`src/sv/mcs_pkg.sv`:
```
// shared types, constants and helper functions for the timer and interrupt unit
package mcs_pkg;

  localparam int unsigned STACK_DEPTH = 5;
  localparam int unsigned SRC_COUNT   = 5;
  localparam int unsigned CFG_INDEX_W = 3;
  localparam int unsigned CFG_DATA_W  = 16;
  localparam int unsigned IE_GLOBAL   = 7;

  typedef enum logic [2:0] {
    SRC_EXT0 = 3'd0,
    SRC_EXT1 = 3'd1,
    SRC_T0   = 3'd2,
    SRC_T1   = 3'd3,
    SRC_T2   = 3'd4
  } src_e;

  typedef enum logic [2:0] {
    CFG_TIMER_MODE  = 3'd0,
    CFG_RUN_ENABLES = 3'd1,
    CFG_EDGE_SELECT = 3'd2,
    CFG_INT_ENABLE  = 3'd3,
    CFG_T2_RELOAD   = 3'd4
  } cfg_idx_e;

  typedef enum logic [1:0] {
    TMODE_13BIT  = 2'd0,
    TMODE_16BIT  = 2'd1,
    TMODE_RELOAD = 2'd2,
    TMODE_SPLIT  = 2'd3
  } tmode_e;

  localparam logic [5:0] VEC_EXT0 = 6'h03;
  localparam logic [5:0] VEC_T0   = 6'h0B;
  localparam logic [5:0] VEC_EXT1 = 6'h13;
  localparam logic [5:0] VEC_T1   = 6'h1B;
  localparam logic [5:0] VEC_T2   = 6'h2B;

  // ie register bit positions per source
  localparam logic [2:0] IE_EXT0 = 3'd0;
  localparam logic [2:0] IE_T0   = 3'd1;
  localparam logic [2:0] IE_EXT1 = 3'd2;
  localparam logic [2:0] IE_T1   = 3'd3;
  localparam logic [2:0] IE_T2   = 3'd5;

  typedef struct packed {
    logic [3:0] cycles;
    logic       int0_pin;
    logic       int1_pin;
    logic       reti;
    logic       clear_timer2_flag;
  } in_t;

  typedef struct packed {
    logic [4:0]  accepted_mask;
    logic [5:0]  top_vector;
    logic [4:0]  pending_flags;
    logic [15:0] timer0_value;
    logic [15:0] timer1_value;
    logic [15:0] timer2_value;
    logic        mode_error;
  } out_t;

  typedef struct packed {
    logic       step;
    logic [1:0] pins;
    logic       reti;
    logic       clear_t2;
    logic [2:0] ovf;
  } irq_evt_t;

  typedef struct packed {
    logic [4:0] acc_mask;
    logic [5:0] top_vector;
    logic [4:0] flags;
  } irq_res_t;

  function automatic logic [5:0] vector_of(input logic [2:0] src);
    logic [5:0] v;
    begin
      case (src)
        SRC_EXT0: v = VEC_EXT0;
        SRC_EXT1: v = VEC_EXT1;
        SRC_T0:   v = VEC_T0;
        SRC_T1:   v = VEC_T1;
        SRC_T2:   v = VEC_T2;
        default:  v = '0;
      endcase
      return v;
    end
  endfunction

  function automatic logic [2:0] ie_bit_of(input logic [2:0] src);
    logic [2:0] b;
    begin
      case (src)
        SRC_EXT0: b = IE_EXT0;
        SRC_EXT1: b = IE_EXT1;
        SRC_T0:   b = IE_T0;
        SRC_T1:   b = IE_T1;
        SRC_T2:   b = IE_T2;
        default:  b = IE_EXT0;
      endcase
      return b;
    end
  endfunction

endpackage

```
`src/sv/mcs_timer01.sv`:
```
// next-count logic for timer 0 or timer 1 (13-bit, 16-bit, 8-bit auto-reload; other modes flag an error)
module mcs_timer01 (
  input  logic [15:0] count_i,
  input  logic [3:0]  mode_i,
  input  logic        run_i,
  input  logic [3:0]  cycles_i,
  output logic [15:0] count_o,
  output logic        ovf_o,
  output logic        err_o
);

  logic [7:0]  lo, hi;
  logic [13:0] sum13;
  logic [16:0] sum16;
  logic [8:0]  sum8;
  logic [7:0]  reload_lo;

  assign lo        = count_i[7:0];
  assign hi        = count_i[15:8];
  assign sum13     = {1'b0, hi, lo[4:0]} + {10'd0, cycles_i};
  assign sum16     = {1'b0, count_i} + {13'd0, cycles_i};
  assign sum8      = {1'b0, lo} + {5'd0, cycles_i};
  assign reload_lo = sum8[7:0] + hi;

  always_comb begin
    count_o = count_i;
    ovf_o   = 1'b0;
    err_o   = 1'b0;
    if (run_i) begin
      if (mode_i[3] || mode_i[2] || (mode_i[1:0] == mcs_pkg::TMODE_SPLIT)) begin
        err_o = 1'b1;
      end else begin
        unique case (mode_i[1:0])
          mcs_pkg::TMODE_13BIT: begin
            count_o = {sum13[12:5], lo[7:5], sum13[4:0]};
            ovf_o   = sum13[13];
          end
          mcs_pkg::TMODE_16BIT: begin
            count_o = sum16[15:0];
            ovf_o   = sum16[16];
          end
          mcs_pkg::TMODE_RELOAD: begin
            count_o = {hi, sum8[8] ? reload_lo : sum8[7:0]};
            ovf_o   = sum8[8];
          end
          default: begin
            count_o = count_i;
          end
        endcase
      end
    end
  end

endmodule

```
`src/sv/mcs_irq.sv`:
```
// interrupt flags, pin qualification, priority vectoring and in-service stack
module mcs_irq #(
  parameter int unsigned STACK_DEPTH = mcs_pkg::STACK_DEPTH
) (
  input  logic               clk_i,
  input  logic               rst_ni,
  input  mcs_pkg::irq_evt_t  evt_i,
  input  logic [7:0]         int_enable_i,
  input  logic [1:0]         edge_select_i,
  output mcs_pkg::irq_res_t  res_o
);

  localparam int unsigned LW = $clog2(STACK_DEPTH + 1);
  localparam int unsigned IW = $clog2(STACK_DEPTH);

  logic [4:0]    flags_q, flags_d;
  logic [1:0]    prev_pins_q;
  logic [4:0]    insvc_q, insvc_d;
  logic [LW-1:0] level_q, level_d;
  logic [2:0]    stack_q [STACK_DEPTH];
  logic [2:0]    stack_d [STACK_DEPTH];

  always_comb begin
    logic [2:0] pop_src;
    logic [4:0] mask;
    logic [5:0] vec;
    flags_d = flags_q;
    insvc_d = insvc_q;
    level_d = level_q;
    stack_d = stack_q;
    mask    = '0;
    vec     = '0;
    pop_src = '0;
    if (evt_i.reti && (level_q != '0)) begin
      level_d = level_q - 1'b1;
      pop_src = stack_q[level_d[IW-1:0]];
      if (pop_src < 3'(mcs_pkg::SRC_COUNT)) begin
        insvc_d = insvc_d & ~(5'd1 << pop_src);
      end
    end
    if (evt_i.clear_t2) begin
      flags_d[mcs_pkg::SRC_T2] = 1'b0;
    end
    for (int n = 0; n < 2; n++) begin
      if (!evt_i.pins[n] && (!edge_select_i[n] || prev_pins_q[n])) begin
        flags_d[n] = 1'b1;
      end
    end
    flags_d[mcs_pkg::SRC_T0] = flags_d[mcs_pkg::SRC_T0] | evt_i.ovf[0];
    flags_d[mcs_pkg::SRC_T1] = flags_d[mcs_pkg::SRC_T1] | evt_i.ovf[1];
    flags_d[mcs_pkg::SRC_T2] = flags_d[mcs_pkg::SRC_T2] | evt_i.ovf[2];
    // fixed order: ext0, ext1, t0, t1, t2
    for (int s = 0; s < int'(mcs_pkg::SRC_COUNT); s++) begin
      if (flags_d[s] && int_enable_i[mcs_pkg::IE_GLOBAL]
          && int_enable_i[mcs_pkg::ie_bit_of(3'(s))] && !insvc_d[s]
          && (level_d < LW'(STACK_DEPTH))) begin
        insvc_d[s]                = 1'b1;
        stack_d[level_d[IW-1:0]]  = 3'(s);
        level_d                   = level_d + 1'b1;
        mask[s]                   = 1'b1;
        vec                       = mcs_pkg::vector_of(3'(s));
        if (3'(s) != mcs_pkg::SRC_T2) begin
          flags_d[s] = 1'b0;
        end
      end
    end
    res_o.acc_mask   = mask;
    res_o.top_vector = vec;
    res_o.flags      = flags_d;
  end

  always_ff @(posedge clk_i or negedge rst_ni) begin
    if (!rst_ni) begin
      flags_q     <= '0;
      prev_pins_q <= '1;
      insvc_q     <= '0;
      level_q     <= '0;
    end else if (evt_i.step) begin
      flags_q     <= flags_d;
      prev_pins_q <= evt_i.pins;
      insvc_q     <= insvc_d;
      level_q     <= level_d;
    end
  end

  always_ff @(posedge clk_i) begin
    if (evt_i.step) begin
      stack_q <= stack_d;
    end
  end

endmodule

```
`src/sv/mcs51_timers_and_interrupts.sv`:
```
// top level: request register, timer and interrupt update, result register
// Each request is one executed instruction. It is taken into a request
// register; once the result register is free or being read, the timers,
// interrupt flags and in-service stack are updated in a single pass and
// the result is loaded into the result register. One request is accepted
// every cycle; the sustained rate of one per cycle is set by the single
// state-update stage, and it holds as long as results are taken.
// Configuration writes take effect at once; the user must make them while idle (not enforced).
module mcs51_timers_and_interrupts #(
  parameter int unsigned STACK_DEPTH = mcs_pkg::STACK_DEPTH
) (
  input  logic                             clk_i,
  input  logic                             rst_ni,
  input  logic                             cfg_we_i,
  input  logic [mcs_pkg::CFG_INDEX_W-1:0]  cfg_index_i,
  input  logic [mcs_pkg::CFG_DATA_W-1:0]   cfg_data_i,
  input  logic                             in_valid_i,
  output logic                             in_ready_o,
  input  mcs_pkg::in_t                     in_i,
  output logic                             out_valid_o,
  input  logic                             out_ready_i,
  output mcs_pkg::out_t                    out_o
);

  logic [7:0]  timer_mode_q;
  logic [2:0]  run_enables_q;
  logic [1:0]  edge_select_q;
  logic [7:0]  int_enable_q;
  logic [15:0] t2_reload_q;

  mcs_pkg::in_t  req_q;
  logic          req_vld_q;
  mcs_pkg::out_t out_q;
  logic          out_vld_q;
  logic          step;

  logic [15:0] count0_q, count1_q, count2_q;
  logic [15:0] count0_d, count1_d, count2_d;
  logic        ovf0, ovf1, ovf2, err0, err1;
  logic [16:0] t2_sum;

  mcs_pkg::irq_evt_t irq_evt;
  mcs_pkg::irq_res_t irq_res;

  assign step       = req_vld_q && (!out_vld_q || out_ready_i);
  assign in_ready_o = !req_vld_q || step;

  always_ff @(posedge clk_i or negedge rst_ni) begin
    if (!rst_ni) begin
      timer_mode_q  <= '0;
      run_enables_q <= '0;
      edge_select_q <= '0;
      int_enable_q  <= '0;
      t2_reload_q   <= '0;
    end else if (cfg_we_i) begin
      unique case (cfg_index_i)
        mcs_pkg::CFG_TIMER_MODE:  timer_mode_q  <= cfg_data_i[7:0];
        mcs_pkg::CFG_RUN_ENABLES: run_enables_q <= cfg_data_i[2:0];
        mcs_pkg::CFG_EDGE_SELECT: edge_select_q <= cfg_data_i[1:0];
        mcs_pkg::CFG_INT_ENABLE:  int_enable_q  <= cfg_data_i[7:0];
        mcs_pkg::CFG_T2_RELOAD:   t2_reload_q   <= cfg_data_i;
        default: ;
      endcase
    end
  end

  always_ff @(posedge clk_i or negedge rst_ni) begin
    if (!rst_ni) begin
      req_vld_q <= 1'b0;
    end else if (in_ready_o) begin
      req_vld_q <= in_valid_i;
    end
  end

  always_ff @(posedge clk_i) begin
    if (in_ready_o && in_valid_i) begin
      req_q <= in_i;
    end
  end

  mcs_timer01 u_timer0 (
    .count_i  (count0_q),
    .mode_i   (timer_mode_q[3:0]),
    .run_i    (run_enables_q[0]),
    .cycles_i (req_q.cycles),
    .count_o  (count0_d),
    .ovf_o    (ovf0),
    .err_o    (err0)
  );

  mcs_timer01 u_timer1 (
    .count_i  (count1_q),
    .mode_i   (timer_mode_q[7:4]),
    .run_i    (run_enables_q[1]),
    .cycles_i (req_q.cycles),
    .count_o  (count1_d),
    .ovf_o    (ovf1),
    .err_o    (err1)
  );

  // timer 2: wrap, then add the reload on overflow
  assign t2_sum   = {1'b0, count2_q} + {13'd0, req_q.cycles};
  assign ovf2     = run_enables_q[2] && t2_sum[16];
  assign count2_d = !run_enables_q[2] ? count2_q
                  : (t2_sum[16] ? t2_sum[15:0] + t2_reload_q : t2_sum[15:0]);

  assign irq_evt.step     = step;
  assign irq_evt.pins     = {req_q.int1_pin, req_q.int0_pin};
  assign irq_evt.reti     = req_q.reti;
  assign irq_evt.clear_t2 = req_q.clear_timer2_flag;
  assign irq_evt.ovf      = {ovf2, ovf1, ovf0};

  mcs_irq #(
    .STACK_DEPTH (STACK_DEPTH)
  ) u_irq (
    .clk_i         (clk_i),
    .rst_ni        (rst_ni),
    .evt_i         (irq_evt),
    .int_enable_i  (int_enable_q),
    .edge_select_i (edge_select_q),
    .res_o         (irq_res)
  );

  always_ff @(posedge clk_i or negedge rst_ni) begin
    if (!rst_ni) begin
      count0_q  <= '0;
      count1_q  <= '0;
      count2_q  <= '0;
      out_vld_q <= 1'b0;
    end else begin
      if (step) begin
        count0_q  <= count0_d;
        count1_q  <= count1_d;
        count2_q  <= count2_d;
        out_vld_q <= 1'b1;
      end else if (out_ready_i) begin
        out_vld_q <= 1'b0;
      end
    end
  end

  always_ff @(posedge clk_i) begin
    if (step) begin
      out_q.accepted_mask <= irq_res.acc_mask;
      out_q.top_vector    <= irq_res.top_vector;
      out_q.pending_flags <= irq_res.flags;
      out_q.timer0_value  <= count0_d;
      out_q.timer1_value  <= count1_d;
      out_q.timer2_value  <= count2_d;
      out_q.mode_error    <= err0 || err1;
    end
  end

  assign out_valid_o = out_vld_q;
  assign out_o       = out_q;

  a_vec_matches_mask: assert property (@(posedge clk_i) disable iff (!rst_ni)
    out_vld_q |-> ((out_q.top_vector == '0) == (out_q.accepted_mask == '0)))
    else $error("vector and accepted mask disagree");

  a_accept_clears_flag: assert property (@(posedge clk_i) disable iff (!rst_ni)
    out_vld_q |-> (((out_q.accepted_mask[3:0] & out_q.pending_flags[3:0]) == '0)
                   && (!out_q.accepted_mask[4] || out_q.pending_flags[4])))
    else $error("accepted source left with wrong flag state");

  a_step_gives_result: assert property (@(posedge clk_i) disable iff (!rst_ni)
    step |=> out_vld_q)
    else $error("request processed without result");

endmodule

```
`config.mk`:
```
export PLATFORM = sky130hd
export DESIGN_NAME = mcs51_timers_and_interrupts
export DESIGN_NICKNAME = d
export VERILOG_FILES = /design/src/sv/mcs_pkg.sv /design/src/sv/mcs_timer01.sv /design/src/sv/mcs_irq.sv /design/src/sv/mcs51_timers_and_interrupts.sv
export SDC_FILE = /design/constraint.sdc
export NUM_CORES = 1
export LEC_CHECK = 0
export BUFFER_PORTS_ARGS = -buffer_cell sky130_fd_sc_hd__buf_2
export CORE_MARGIN = 2
export CORE_UTILIZATION = 50
export CTS_BUF_LIST = sky130_fd_sc_hd__clkbuf_4 sky130_fd_sc_hd__clkbuf_8 sky130_fd_sc_hd__clkbuf_16
export DETAILED_ROUTE_END_ITERATION = 8
export PLACE_DENSITY_LB_ADDON = 0.3
export SETUP_SLACK_MARGIN = 0.15
export SYNTH_ARGS = -nofsm -noshare
export SYNTH_HDL_FRONTEND = slang
export SYNTH_HIERARCHICAL = 1
export SYNTH_SLANG_ARGS = --single-unit
export TNS_END_PERCENT = 10
```
`constraint.sdc`:
```
create_clock -name clk_i -period 7 [get_ports clk_i]
set_input_delay 0.7 -clock clk_i [delete_from_list [all_inputs] [get_ports clk_i]]
set_output_delay 0.7 -clock clk_i [all_outputs]
set_load 0.02 [all_outputs]
```
==> qor.csv <==
stage,metric,value,unit
critical_path,end_kind,register,
critical_path,start_kind,register,
floorplan,initial_utilization,51.2,%
placed_design,place_ws,0.984,ns
routing,drc,0,
sta,fin_worst_skew,0.0142,ns
sta,setup_violations,0,
clock_network,cts-root-buf,clkbuf_16,
cells_and_area,instances_no_fill,1613,
routing,drtIter0Drc,792,
synth,syn_avg_cell_area,9.95,um^2
global_route,grt_pass1_vias,9038,
placed_design,hpwl,21400,um
pwr,p_per_area,357,nW/um^2
sta,worst_slack,0.868,ns
sta,hold_violations,0,
floorplan,die_height,159,um
pwr,peakVddDrop,0.216,mV
routing,ant_nets,0,
floorplan,io_pins,99,
sta,min_period,6.13,ns
sta,slew-limit-headroom,25.9,%
critical_path,cp_data_required_time,7.19,ns
placed_design,gp_congestion,0.919,
pwr,leakagePower,5.58,nW
clock_network,htreeDepth,4,
cells_and_area,fin_nets,1368,
critical_path,critPathKind,register to register,
cells_and_area,final_util,56.7,%
global_route,track_usage,23.4,%
sta,max_freq,163,MHz
cells_and_area,area.growth.synth_to_final,10.7,%
sta,report.final.slew_viol_count,0,
floorplan,die-area,25400,um^2
clock_network,cts_buffers,17,
synth,yosys_warnings,6,
routing,first_pass_iters,6,
run_status,run_status,"complete, no violations",
job,timing.max_cap.violations,0,
synth,synth_cells,1211,
routing,wire_per_inst,18.3,um
floorplan,core-area,23500,um^2
global_route,overflow,0,
critical_path,path_max_fanout,10,
clock_network,clock_sinks,188,
routing,vias,9597,
clock_network,clk_latency,0.44,ns
hold_path,hold_path.class,primary input to asynchronous set/reset pin,
sta,rsz0062_at_grt,no,
global_route,grt_max_degree,88,
placed_design,dp.cells,1581,
clock_network,ctsResizeCount,0,
routing,routed_via_density,5.95,
clock_network,cts_setup_buffers,0,
clock_network,cts_tree,yes,
global_route,grt_pass1_wl,47800,um
routing,wirelength,29500,um
cells_and_area,insertedDiodeCount,0,
floorplan,die_width,159,um
synth,syn_area,12000,um^2
synth,synth_fp_nets,1298,
sta,worst_pin_slew,1.11,ns
cells_and_area,drive_gt1_share,20.6,%
floorplan,rows,56,
global_route,antenna_found_initial,0,
critical_path,crit_arrival,6.33,ns
clock_network,cts.path.max_buffers,2,
clock_network,ctsHoldBuffers,0,
clock_network,path_clk_slew,0.08,ns
sta,post-route-period-util,87.6,%
placed_design,port_buffers,98,
sta,fin_tns_setup,0,ns
[through the flow]
| stage | hold slack, ns | instance area [um^2] | total power, mW |
|---|---|---|---|
| floorplan | 0.404 | 12000 | 3.25 |
| global placement | 0.463 | 12700 | 3.73 |
| detailed placement | 0.465 | 12700 | 3.76 |
| CTS | 0.222 | 13300 | 4.76 |
| global route | 0.243 | 13300 | 5.09 |
| finish | 0.212 | 13300 | 4.76 |
[flip-flops by register name, summed over array words and instances, names as in the netlist, 6 cells and up]
register       flops
count1_q          16
u_irq/stack_q     15
count0_q          16
timer_mode_q       8
t2_reload_q       16
out_o             65
count2_q          16
int_enable_q       6
[area by class of cell]
cell class / count / area (um^2)
Sequential cell: 188 / 5150
Inverter: 38 / 143
Timing Repair Buffer: 105 / 546
Fill cell: 2123 / 10200
Multi-Input combinational cell: 931 / 6500
Clock inverter: 14 / 164
Tap cell: 319 / 399
Clock buffer: 18 / 439
[per-layer routing]
metal	up-vias	share of wire, %	GRT usage, %
met5	-	0	0
met4	0	1.6	6.36
met3	32	5.5	3.78
met2	298	48	38.3
met1	4636	45	32.4
li1	4631	-	-
[worst paths after layout]
path | cells past startpoint | slack (ns) | endpoint | from
min | 1 | 0.21 | count0_q[10] | rst_ni
min in group clk_i | 1 | 0.44 | req_q[5] | in_i[5]
max | 20 | 0.87 | u_irq/stack_q[11] | u_irq/level_q[0]
max reg2reg | 20 | 0.87 | u_irq/stack_q[11] | u_irq/level_q[0]
max in group asynchronous | 2 | 5.52 | count1_q[5] | rst_ni
min reg2reg | 1 | 0.48 | count2_q[15] | count2_q[15]
[report_power, final]
part           internal [mW]  total (mW)  switching [mW]  leakage (nW)
registers               1.40        1.60           0.199          2.12
clock network          0.494       0.983           0.489         0.296
logic                  0.833        2.18            1.35          3.17
total                   2.73        4.76            2.03          5.58
[critical path, cell delays in order (launching register included)]
cell and delay, ns:
dfrtp_1 0.59, inv_1 0.16, ha_1 0.45, mux4_2 0.34, nor2b_4 0.14, a211o_4 0.37, o31ai_4 0.35, nand2_1 0.19
mux2i_1 0.63, nand2_1 0.29, nand2_1 0.15, ha_1 0.24, nand2_1 0.06, a21oi_1 0.04, a211o_1 0.36, ha_1 0.24
nand2_1 0.15, nor3_2 0.08, a221oi_1 0.56, and3b_1 0.28, a41o_1 0.20
[cells in the final DEF, fill, tap and decap left out, drive strengths merged, types with 33 or more instances in the layout]
cell,count
a21oi,90
nand2,109
inv,47
mux2,80
o21ai,83
dfrtp,98
buf,105
edfxtp,88
ha,49
nand3,40
nor3,33
nor2,106
No activity file was read; power rests on OpenSTA's default activity.
